`src/gbn_pkg.sv`:
```
package gbn_pkg;

  localparam int TAG_W = 16;

  typedef enum logic [1:0] {
    ACT_PACKET    = 2'd0,
    ACT_PHY_READY = 2'd1,
    ACT_FRAME     = 2'd2,
    ACT_TIMEOUT   = 2'd3
  } action_t;

  typedef enum logic [1:0] {
    FRM_DATA   = 2'd0,
    FRM_ACK    = 2'd1,
    FRM_NAK    = 2'd2,
    FRM_UNUSED = 2'd3
  } frame_kind_t;

  typedef enum logic [2:0] {
    OUT_SEND    = 3'd0,
    OUT_ACK     = 3'd1,
    OUT_DELIVER = 3'd2,
    OUT_STOP    = 3'd3,
    OUT_STATUS  = 3'd4
  } out_kind_t;

  typedef enum logic [2:0] {
    S_IDLE,
    S_EXEC,
    S_DELIV_ACK,
    S_ACK_LOOP,
    S_RES_RD,
    S_RES_SEND,
    S_STATUS
  } state_t;

endpackage

```
`src/gbn_ram.sv`:
```
module gbn_ram #(
  parameter int WIDTH = 16,
  parameter int DEPTH = 8
) (
  input  logic                     clk,
  input  logic                     we,
  input  logic [$clog2(DEPTH)-1:0] waddr,
  input  logic [WIDTH-1:0]         wdata,
  input  logic [$clog2(DEPTH)-1:0] raddr,
  output logic [WIDTH-1:0]         rdata
);

  logic [WIDTH-1:0] mem [DEPTH];

  always_ff @(posedge clk) begin
    if (we) begin
      mem[waddr] <= wdata;
    end
    rdata <= mem[raddr];
  end

endmodule

```
`src/go_back_n_window_controller_core.sv`:
```
// Go-Back-N sender and receiver window control with sequence numbers modulo
// MAX_SEQ_NUM+1. Each input request is one event; the block answers with zero
// or more action results (send data and start timer, send ack, deliver, stop
// timer) followed by one status result with tlast set, which carries the
// network-enable flag and, for a refused packet, the refused flag. Events are
// handled one at a time: a new request is taken once the previous event has
// placed its status in the output register. An event is taken while idle, then
// executed, and then each action result and finally the status is registered in
// turn; a good data frame issues deliver and then ack. An ack runs a loop that
// stops one timer per acked frame, and the window test that ends the loop is a
// step of its own. A timeout rewinds the window, then resends every outstanding
// frame, up to MAX_SEQ_NUM of them; for each frame the stored tag is first read
// from the tag RAM, whose read data is registered, and then sent. Output
// back-pressure can stall any result. The tag RAM needs no initialization: only
// entries written by accepted packets are ever read.
module go_back_n_window_controller_core
  import gbn_pkg::*;
#(
  parameter int MAX_SEQ_NUM = 7
) (
  input  logic clk,
  input  logic rst,
  input  logic s_tvalid,
  output logic s_tready,
  // packet_tag, frame_ok, frame_kind, frame_seq (lowest bit up), zero padded
  input  logic [((19 + $clog2(MAX_SEQ_NUM + 1) + 7) / 8) * 8 - 1:0] s_tdata,
  // action
  input  logic [1:0] s_tuser,
  output logic m_tvalid,
  input  logic m_tready,
  // seq, out_tag, network_enable, refused (lowest bit up), zero padded
  output logic [((18 + $clog2(MAX_SEQ_NUM + 1) + 7) / 8) * 8 - 1:0] m_tdata,
  // out_kind
  output logic [2:0] m_tuser,
  output logic m_tlast
);

  localparam int SEQ_W  = $clog2(MAX_SEQ_NUM + 1);
  localparam int DEPTH  = MAX_SEQ_NUM + 1;
  localparam int OUT_W  = ((18 + SEQ_W + 7) / 8) * 8;
  localparam int OUT_USED = 18 + SEQ_W;
  localparam logic [SEQ_W-1:0] SEQ_MAX = SEQ_W'(MAX_SEQ_NUM);

  function automatic logic [SEQ_W-1:0] seq_inc(input logic [SEQ_W-1:0] k);
    return (k < SEQ_MAX) ? k + SEQ_W'(1) : '0;
  endfunction

  function automatic logic in_window(input logic [SEQ_W-1:0] a,
                                     input logic [SEQ_W-1:0] b,
                                     input logic [SEQ_W-1:0] c);
    return (a <= b && b < c) || (c < a && b < c) || (c < a && a <= b);
  endfunction

  // Latched event.
  action_t          act;
  logic [TAG_W-1:0] ev_tag;
  logic             ev_ok;
  frame_kind_t      ev_kind;
  logic [SEQ_W-1:0] ev_seq;

  // Window state.
  state_t           state, state_next;
  logic [SEQ_W-1:0] next_to_send, next_to_send_next;
  logic [SEQ_W-1:0] oldest_unacked, oldest_unacked_next;
  logic [SEQ_W-1:0] expected_rx_seq, expected_rx_seq_next;
  logic [SEQ_W-1:0] outstanding_count, outstanding_count_next;
  logic [SEQ_W-1:0] remain, remain_next;
  logic             phys_ready, phys_ready_next;
  logic             refused, refused_next;

  // Output register.
  out_kind_t        o_kind, o_kind_next;
  logic [SEQ_W-1:0] o_seq, o_seq_next;
  logic [TAG_W-1:0] o_tag, o_tag_next;
  logic             o_en, o_en_next;
  logic             o_ref, o_ref_next;
  logic             o_last, o_last_next;
  logic             emit;
  logic             out_free;

  logic             ram_we;
  logic [TAG_W-1:0] ram_rdata;
  logic             net_en;

  gbn_ram #(
    .WIDTH(TAG_W),
    .DEPTH(DEPTH)
  ) u_tag_ram (
    .clk  (clk),
    .we   (ram_we),
    .waddr(next_to_send),
    .wdata(ev_tag),
    .raddr(next_to_send),
    .rdata(ram_rdata)
  );

  assign out_free = !m_tvalid || m_tready;
  assign net_en   = (outstanding_count < SEQ_MAX) && phys_ready;
  assign s_tready = (state == S_IDLE);

  always_ff @(posedge clk) begin
    if (rst) begin
      state             <= S_IDLE;
      next_to_send      <= '0;
      oldest_unacked    <= '0;
      expected_rx_seq   <= '0;
      outstanding_count <= '0;
      phys_ready        <= 1'b0;
      refused           <= 1'b0;
      remain            <= '0;
      m_tvalid          <= 1'b0;
    end else begin
      state             <= state_next;
      next_to_send      <= next_to_send_next;
      oldest_unacked    <= oldest_unacked_next;
      expected_rx_seq   <= expected_rx_seq_next;
      outstanding_count <= outstanding_count_next;
      phys_ready        <= phys_ready_next;
      refused           <= refused_next;
      remain            <= remain_next;
      if (emit) begin
        m_tvalid <= 1'b1;
      end else if (m_tready) begin
        m_tvalid <= 1'b0;
      end
    end
  end

  always_ff @(posedge clk) begin
    if (s_tvalid && s_tready) begin
      act     <= action_t'(s_tuser);
      ev_tag  <= s_tdata[TAG_W-1:0];
      ev_ok   <= s_tdata[TAG_W];
      ev_kind <= frame_kind_t'(s_tdata[TAG_W+2:TAG_W+1]);
      ev_seq  <= s_tdata[TAG_W+3+SEQ_W-1:TAG_W+3];
    end
    if (emit) begin
      o_kind <= o_kind_next;
      o_seq  <= o_seq_next;
      o_tag  <= o_tag_next;
      o_en   <= o_en_next;
      o_ref  <= o_ref_next;
      o_last <= o_last_next;
    end
  end

  always_comb begin
    state_next             = state;
    next_to_send_next      = next_to_send;
    oldest_unacked_next    = oldest_unacked;
    expected_rx_seq_next   = expected_rx_seq;
    outstanding_count_next = outstanding_count;
    phys_ready_next        = phys_ready;
    refused_next           = refused;
    remain_next            = remain;
    ram_we                 = 1'b0;
    emit                   = 1'b0;
    o_kind_next            = OUT_STATUS;
    o_seq_next             = '0;
    o_tag_next             = '0;
    o_en_next              = 1'b0;
    o_ref_next             = 1'b0;
    o_last_next            = 1'b0;

    unique case (state)
      S_IDLE: begin
        refused_next = 1'b0;
        if (s_tvalid) begin
          state_next = S_EXEC;
        end
      end
      S_EXEC: begin
        unique case (act)
          ACT_PACKET: begin
            if (!net_en) begin
              refused_next = 1'b1;
              state_next   = S_STATUS;
            end else if (out_free) begin
              ram_we                 = 1'b1;
              emit                   = 1'b1;
              o_kind_next            = OUT_SEND;
              o_seq_next             = next_to_send;
              o_tag_next             = ev_tag;
              phys_ready_next        = 1'b0;
              outstanding_count_next = outstanding_count + SEQ_W'(1);
              next_to_send_next      = seq_inc(next_to_send);
              state_next             = S_STATUS;
            end
          end
          ACT_PHY_READY: begin
            phys_ready_next = 1'b1;
            state_next      = S_STATUS;
          end
          ACT_FRAME: begin
            if (ev_ok && ev_kind == FRM_DATA && ev_seq == expected_rx_seq) begin
              if (out_free) begin
                emit        = 1'b1;
                o_kind_next = OUT_DELIVER;
                o_seq_next  = ev_seq;
                state_next  = S_DELIV_ACK;
              end
            end else if (ev_ok && ev_kind == FRM_ACK) begin
              state_next = S_ACK_LOOP;
            end else begin
              state_next = S_STATUS;
            end
          end
          ACT_TIMEOUT: begin
            // Rewind to the oldest unacked frame and resend the whole window.
            next_to_send_next = oldest_unacked;
            remain_next       = outstanding_count;
            state_next        = (outstanding_count == '0) ? S_STATUS : S_RES_RD;
          end
          default: state_next = S_STATUS;
        endcase
      end
      S_DELIV_ACK: begin
        if (out_free) begin
          emit                 = 1'b1;
          o_kind_next          = OUT_ACK;
          o_seq_next           = expected_rx_seq;
          phys_ready_next      = 1'b0;
          expected_rx_seq_next = seq_inc(expected_rx_seq);
          state_next           = S_STATUS;
        end
      end
      S_ACK_LOOP: begin
        if (outstanding_count != '0 &&
            in_window(oldest_unacked, ev_seq, next_to_send)) begin
          if (out_free) begin
            emit                   = 1'b1;
            o_kind_next            = OUT_STOP;
            o_seq_next             = oldest_unacked;
            outstanding_count_next = outstanding_count - SEQ_W'(1);
            oldest_unacked_next    = seq_inc(oldest_unacked);
          end
        end else begin
          state_next = S_STATUS;
        end
      end
      S_RES_RD: begin
        // The tag RAM is addressed by next_to_send; its data shows up next cycle.
        state_next = S_RES_SEND;
      end
      S_RES_SEND: begin
        if (out_free) begin
          emit              = 1'b1;
          o_kind_next       = OUT_SEND;
          o_seq_next        = next_to_send;
          o_tag_next        = ram_rdata;
          phys_ready_next   = 1'b0;
          next_to_send_next = seq_inc(next_to_send);
          remain_next       = remain - SEQ_W'(1);
          state_next        = (remain == SEQ_W'(1)) ? S_STATUS : S_RES_RD;
        end
      end
      S_STATUS: begin
        if (out_free) begin
          emit        = 1'b1;
          o_kind_next = OUT_STATUS;
          o_en_next   = net_en;
          o_ref_next  = refused;
          o_last_next = 1'b1;
          state_next  = S_IDLE;
        end
      end
      default: state_next = S_IDLE;
    endcase
  end

  assign m_tuser = o_kind;
  assign m_tlast = o_last;
  assign m_tdata = {{(OUT_W - OUT_USED){1'b0}}, o_ref, o_en, o_tag, o_seq};

`ifndef ASSERT_OFF
  a_count_bound: assert property (@(posedge clk) disable iff (rst)
    outstanding_count <= SEQ_MAX)
    else $error("outstanding count exceeds window size");

  a_accept_exec: assert property (@(posedge clk) disable iff (rst)
    s_tvalid && s_tready |=> state == S_EXEC)
    else $error("accepted request did not start execution");

  a_refused_status: assert property (@(posedge clk) disable iff (rst)
    m_tvalid && o_ref |-> o_last && o_kind == OUT_STATUS)
    else $error("refused flag outside a status result");

  a_resend_nonempty: assert property (@(posedge clk) disable iff (rst)
    state == S_RES_SEND |-> remain != '0)
    else $error("resend with no frames remaining");
`endif

endmodule

```
`config.mk`:
```
export PLATFORM = sky130hd
export DESIGN_NAME = go_back_n_window_controller_core
export DESIGN_NICKNAME = d
export VERILOG_FILES = /design/src/gbn_pkg.sv /design/src/gbn_ram.sv /design/src/go_back_n_window_controller_core.sv
export SDC_FILE = /design/constraint.sdc
export NUM_CORES = 1
export LEC_CHECK = 0
export BUFFER_PORTS_ARGS = -buffer_cell sky130_fd_sc_hd__buf_4
export CORE_MARGIN = 1.5
export CORE_UTILIZATION = 35
export CTS_BUF_LIST = sky130_fd_sc_hd__clkbuf_8
export DETAILED_ROUTE_END_ITERATION = 7
export PLACE_DENSITY_LB_ADDON = 0.25
export SETUP_SLACK_MARGIN = 0.2
export SLEW_MARGIN = 20
export SYNTH_ARGS = -nofsm -noshare
export SYNTH_HDL_FRONTEND = slang
export SYNTH_HIERARCHICAL = 1
export SYNTH_SLANG_ARGS = --single-unit
```
`constraint.sdc`:
```
create_clock -name clk -period 3.9 [get_ports clk]
set_input_delay 0.78 -clock clk [delete_from_list [all_inputs] [get_ports clk]]
set_output_delay 0.78 -clock clk [all_outputs]
set_load 0.01 [all_outputs]
```
Yosys cells after proc, flatten, opt, wreduce, memory -nomap -nowiden
Memories as Yosys holds them, arrays and structs flattened. A register that Yosys moved wholly into a read port is not among the register bits.
Index checks and enable logic that the tools add are counted.
- memories: 1
- output and inout port bits: 30
- input port bits: 30
- word-level logic and storage cells: 166
- register bits: 70
- memory bits (writable): 128
- equality and inequality tests: 27
- muxes and demuxes: 71
- add/sub/neg operators: 6
- reductions and logical operators: 34
- magnitude comparators: 7
- memory list (name ; depth ; bits a word ; rd ports ; clocked after Yosys merged registers in ; write ports ; RTL line ; RTL):
    u_tag_ram.mem ; 8 ; 16 ; 1 ; 1 ; 1 ; gbn_ram.sv:13 ; logic [WIDTH-1:0] mem [DEPTH];
- operators by type and width (operator ; number):
    2-to-1 mux 3 bit ; 35
    2-to-1 mux 16 bit ; 4
    case mux 3 bit (2 select lines) ; 6
    case mux 3 bit (4 select lines) ; 3
    case mux 16 bit (2 select lines) ; 1
    case mux 3 bit (7 select lines) ; 1
    != test 2 bit, second input constant ; 9
    AND reduction 3 bit ; 5
    2-to-1 mux 1 bit ; 14
    adder 3 x 1 -> 3 bit, second input constant ; 4
    < comparator 3 bit, second input constant ; 4
    nonzero test 2 bit ; 5
    equality test 3 bit, second input constant ; 3
    logical AND 1 bit ; 9
    case mux 1 bit (2 select lines) ; 4
    equality test 3 x 1 -> 1 bit, second input constant ; 2
    equality test 3 x 2 -> 1 bit, second input constant ; 2
    logical NOT 3 bit ; 2
    < comparator 3 bit ; 2
    != test 3 x 1 -> 1 bit, second input constant ; 2
    AND reduction 6 bit ; 1
    subtractor 3 x 1 -> 3 bit, second input constant ; 2
    AND reduction 5 bit ; 1
    equality test 2 x 1 -> 1 bit, second input constant ; 2
    15 further kinds ; 22

Depth between registers and ports, before layout
- word-level depth: 8
- depth in mapped cells: 9
- depth with buffers taken out: 8

Modules after synthesis
The synthesis kept the hierarchy.
- modules (own cells, without submodules) (module ; cells an instance ; seq. area each (µm²) ; times used ; area an instance (µm²)):
    gbn_ram ; 214 ; 4164.0 ; 1 ; 5293.8
    go_back_n_window_controller_core ; 299 ; 1891.8 ; 1 ; 3368.2

Worst setup path before layout
Ideal clock, no wire load.
- kind: reg2reg
- from: register next_to_send[2]
- to: register o_last, in the netlist m_tlast (enable)
- stages on the path, launching flop included: 8
- required time: 3.458 ns
- clock period less this slack: 3.839 ns
- path buffers: 0
- arrival time: 3.397 ns
- setup slack: 0.061 ns
- library setup time: 0.442 ns
- path through: dfxtp_1 ha_1 a21o_1 a31oi_1 o21ai_0 a21boi_2 nor3_1 o21ai_0
- word-level cells in the longest chain between the ends: 7
- elaborated cells between the ends (all ways): 10
- classes of those cells: order compare: 2; mux: 2; reduce/logical: 6
- RTL lines (what ; RTL line ; RTL):
    start, declared ; go_back_n_window_controller_core.sv:63 ; logic [SEQ_W-1:0] next_to_send, next_to_send_next;
    start signal, assigned ; go_back_n_window_controller_core.sv:114 ; next_to_send <= next_to_send_next;
    < comparator 3 bit ; go_back_n_window_controller_core.sv:51 ; return (a <= b && b < c) || (c < a && b < c) || (c < a && a <= b);
    logical AND 1 bit ; go_back_n_window_controller_core.sv:51 ;
    logical OR 1 bit ; go_back_n_window_controller_core.sv:51 ;
    logical OR 1 bit * ; go_back_n_window_controller_core.sv:51 ;
    logical AND 1 bit * ; go_back_n_window_controller_core.sv:228 ; if (outstanding_count != '0 &&
    2-to-1 mux 1 bit * ; go_back_n_window_controller_core.sv:228 ;
    case mux 1 bit (3 select lines) * ; go_back_n_window_controller_core.sv:165 ; unique case (state)
    named net emit ; go_back_n_window_controller_core.sv:78 ; logic emit;
    end signal, assigned ; go_back_n_window_controller_core.sv:143 ; o_last <= o_last_next;
    end, declared ; go_back_n_window_controller_core.sv:77 ; logic o_last, o_last_next;
Mark *: on every way through the listed nets, which the timed path passes. The rest lies on a longest branch.
A chain may end at the register's enable or synchronous reset.

Worst setup path in the final report
- from: register state[0]
- to: memory u_tag_ram.mem[4][13] (enable)
- word-level cells in the longest chain between the ends: 4
- RTL lines (what ; RTL line ; RTL):
    start, declared ; go_back_n_window_controller_core.sv:62 ; state_t state, state_next;
    start signal, assigned ; go_back_n_window_controller_core.sv:113 ; state <= state_next;
    equality test 3 x 1 -> 1 bit ; go_back_n_window_controller_core.sv:165 ;
    2-to-1 mux 1 bit ; go_back_n_window_controller_core.sv:165 ;
    2-to-1 mux 1 bit ; gbn_ram.sv:16 ; if (we) begin
    2-to-1 mux 1 bit (implied by the code) ; gbn_ram.sv:17 ; mem[waddr] <= wdata;
    end, declared ; gbn_ram.sv:13 ;
Every way passes these cells.

==> impl_results.rst <==
.. list-table::
   :header-rows: 1

   * - Metric
     - Value
   * - Estimated wirelength of the detail-placed design
     - 11190 um
   * - CTS Hold Bufs
     - 0
   * - Utilization after layout
     - 0.4215
   * - Number of global-route vias before repair
     - 4989
   * - Clock period minus final worst setup slack
     - 2.696 ns
   * - Critical path launch point type
     - register
   * - Worst hold stages
     - 1
   * - RR Startpoint
     - state[0]
   * - Seq/Total Area, Yosys
     - 0.6991
   * - Syn. warnings
     - 6
   * - Maximum operating frequency
     - 0.3709 GHz
   * - Final hold violation count
     - 0
   * - Sequential Power Share
     - 0.501
   * - 1st-pass router iterations
     - 4
   * - Horizontal die dimension
     - around 160 um
   * - DRC viols
     - 0
   * - WP data arrival
     - 2.91 ns
   * - Measured slew at the worst slew-check pin
     - 0.8879 ns
   * - Final layout net count
     - 651
   * - Clock skew after layout
     - 0.01591 ns
   * - Clock Root Buffer
     - clkbuf_8
   * - Vertical extent of the die
     - 160.3 um
   * - Clock-pin slew reported for the worst setup and hold paths after clock tree synthesis
     - 0.06 ns
   * - Worst VDD drop
     - about 280 uV
   * - CP endpoint kind
     - register
   * - Data required time of the critical path
     - 4.11 ns
   * - DR vias
     - 4777
   * - Initial cell density of the core
     - 0.3562
   * - Worst min-delay path category
     - input port to register
   * - I/O Pins
     - 60
   * - Combinational fraction of design power
     - 0.177
   * - Worst Min Path Start
     - s_tdata[5]
   * - Source-to-sink clock delay at the later pin of the worst-skew pair
     - 0.52 ns
   * - Setup repair after global routing missed its margin
     - no
   * - Number of sinks handled by clock tree synthesis
     - 214
   * - FF-to-FF End
     - u_tag_ram/mem[4][13]
   * - Num CTS Buffers
     - 37
   * - DRC violation total after the first TritonRoute iteration
     - between 300 and 400
   * - Post-synthesis sequential element count
     - 214
   * - CTS resizes
     - 0
   * - Top_reg_cell synth
     - edfxtp_1
   * - Setup-failing EPs final
     - 0
   * - Post CTS Setup Buffer Count
     - 0
   * - Die area
     - between 20000 and 30000 um2
   * - Crit share post-route
     - 0.6914
   * - Average wire length per cell after detail routing
     - 18.49 um
   * - Worst-case register-to-register setup slack
     - approximately 1.2 ns
   * - Global-route wire length before repair
     - 27870 um
   * - Post-route met1 wirelength
     - 7956 um
   * - Worst Setup Slack post-DPL
     - 1.169 ns
   * - Cell area after layout
     - 10250 um2
   * - Post-DRT Antenna Nets
     - 0
   * - Library cells used by synthesis
     - 59
   * - Sw Ratio
     - 0.2770
   * - Area growth from synthesis to final layout
     - 18.33%
   * - Final routed wirelength across all metal layers
     - 17750 um
   * - Post-Syn Instances
     - 513
   * - Total power
     - 6.164 mW
   * - Leakage power summed over all cells
     - 3.585 nW
   * - Final WS setup
     - 1.204 ns
   * - Longest Clk Path Bufs
     - 3
   * - Crit Path Class
     - register to register
   * - Total placed instance area
     - 9514 um2
   * - Headroom to the max-slew limit
     - 0.4059
   * - Count of max-cap constraint violations
     - 0
   * - Placement Rows
     - 57
   * - Switching power summed over all nets
     - 1.708 mW
   * - Highest routing layer actually used
     - met4
   * - Total power density per cell area
     - 601.4 nW/um2
   * - P_int
     - 4.457 mW
   * - Area taken by multi-input logic gates
     - 2395 um2
   * - Count of inserted antenna diode cells
     - 0
   * - Hold EP
     - ev_tag[5]
   * - Met2 wire length
     - 8573 um
   * - Share of cells above drive strength 1
     - 0.2563
   * - Sequential cell area
     - 6057 um2
   * - Number of vias per cell after detailed routing
     - 4.976
   * - Proportion of power drawn by the clock network
     - 0.323
   * - Number of enable flip-flop cells after synthesis
     - around 180
   * - Pin count of the biggest net entering global routing
     - 43
   * - Initial antenna violation count
     - 0
   * - CTS H-tree lvls
     - 2
   * - TritonCTS clock tree
     - done
   * - Mean instance size in the synthesized netlist
     - 16.89 um2
   * - Depth of the worst register-to-register path
     - 7
   * - Total negative slack
     - 0 ns
   * - Post-Synthesis Cell Area
     - approximately 8700 um2
   * - Run status
     - completed
   * - Overall fraction of global-route tracks in use
     - 0.1416
   * - Final estimated routing congestion in global placement
     - 0.8376
   * - Total count of max-transition violations in the final report
     - 0
   * - Fillers
     - 2195
   * - Met3 layer wire length in the routed design
     - 783 um
   * - Max Fanout on Critical Path
     - 12
   * - Core Box Area
     - 24320 um2
   * - Number of buffers added on ports
     - 54
   * - Congestion Overflow GR
     - 0
   * - Synth async-reset ratio
     - 0
## synth_stat cells, types with 7 or more instances
master	n	area (um2)
a22o_1	17	148.9
nand2b_1	7	43.79
nor3_1	10	50.05
nand3_1	7	35.03
dfxtp_1	37	740.7
nand2_1	23	86.33
ha_1	13	162.7
buf_4	7	52.55
a21oi_1	13	65.06
nor2_1	30	112.6
a31oi_1	7	43.79
o21ai_0	17	85.08
edfxtp_1	177	5315
mux4_1	28	735.7
mux2_2	16	180.2
inv_1	16	60.06
## layout by cell type (no fill, tap or decap), types with 2 or more instances in the layout
| master | instances |
|---|---|
| a21o_1 | 4 |
| a21oi_1 | 13 |
| a22o_1 | 17 |
| a22oi_1 | 4 |
| a311oi_1 | 2 |
| a31oi_1 | 7 |
| and2_1 | 4 |
| and3_1 | 2 |
| buf_4 | 79 |
| bufinv_16 | 2 |
| clkbuf_8 | 41 |
| clkinv_1 | 6 |
| clkinv_2 | 4 |
| conb_1 | 3 |
| dfxtp_1 | 36 |
| edfxtp_1 | 177 |
| ha_1 | 13 |
| inv_1 | 29 |
| mux2_2 | 16 |
| mux2i_1 | 3 |
| mux4_1 | 28 |
| mux4_2 | 4 |
| nand2_1 | 23 |
| nand2b_1 | 7 |
| nand3_1 | 7 |
| nand3b_1 | 3 |
| nor2_1 | 30 |
| nor2b_1 | 5 |
| nor3_1 | 8 |
| nor3_2 | 4 |
| o21ai_0 | 16 |
| o22ai_1 | 2 |
| o31ai_1 | 2 |
| or3_1 | 3 |
| xnor2_1 | 2 |
| xor2_1 | 4 |
## metrics by stage
step	hold WS, ns	cells
after floorplan	0.4661	515
after global placement	0.4836	892
after detailed placement	0.4983	892
after CTS	0.3967	960
after global routing	0.4005	960
final	0.4318	960
## registers in the layout, summed over array words and instances, names as in the netlist, 16 cells and up
| name | flops |
|---|---|
| u_tag_ram/mem | 128 |
| ev_tag | 16 |
| o_tag | 16 |
| u_tag_ram/rdata | 16 |
## kinds of logic (layout without fill, tap and decap cells)
family / Yosys count / after routing / share of synthesized area
other cells: 1 / 3 / 0.0004329
xor+xnor: 6 / 6 / 0.006067
buf+inv: 43 / 164 / 0.02687
flops: 214 / 214 / 0.6991
fa+ha+maj: 14 / 14 / 0.02109
simple gates: 103 / 103 / 0.06096
mux: 52 / 52 / 0.1209
compound gates: 80 / 80 / 0.06457
## worst max-delay path by stage
stage          cells after the start  startpoint              endpoint  slack (ns)
2_1_floorplan                      6    m_tready   u_tag_ram/mem[4][0]        0.66
3_3_place_gp                       8    m_tready  outstanding_count[2]        1.19
3_5_place_dp                       8    m_tready  outstanding_count[2]        1.17
4_1_cts                            7    state[0]  u_tag_ram/mem[4][13]        1.20
5_1_grt                            7    state[0]  u_tag_ram/mem[4][12]        1.03
6_report                           7    state[0]  u_tag_ram/mem[4][13]        1.20
## worst max-delay path, stage by stage, from the launching register on
cell      delay [ns]
dfxtp_1         0.56
nor2b_4         0.25
nand2b_1        0.17
or3_1           0.47
nor2_4          0.28
nand2_1         0.17
nor3_2          0.22
buf_4           0.25
## layout make-up
| type | instances | share of cell area |
|---|---|---|
| Inverter | 17 | 0.006226 |
| Clock inverter | 27 | 0.01672 |
| Timing Repair Buffer | 79 | 0.05786 |
| Multi-Input combinational cell | 258 | 0.2336 |
| Tap cell | 324 | 0.03955 |
| Clock buffer | 41 | 0.05505 |
| Sequential cell | 214 | 0.5909 |
## metal layers
layer,up-vias,global-route usage
met5,-,0
met4,0,0.05480
li1,2220,-
met1,2405,0.1832
met2,112,0.2346
met3,40,0.02970
## power by group through the flow
stage | combinational [mW] | clock [mW] | sequential, mW
after floorplan | 0.735 | 0 | 3.08
after global placement | 1.09 | 0 | 3.12
after detailed placement | 1.10 | 0 | 3.13
after CTS | 1.11 | 2.06 | 3.09
after global routing | 1.20 | 2.16 | 3.13
final | 1.09 | 1.99 | 3.09
(Power assumes the default switching activity.)
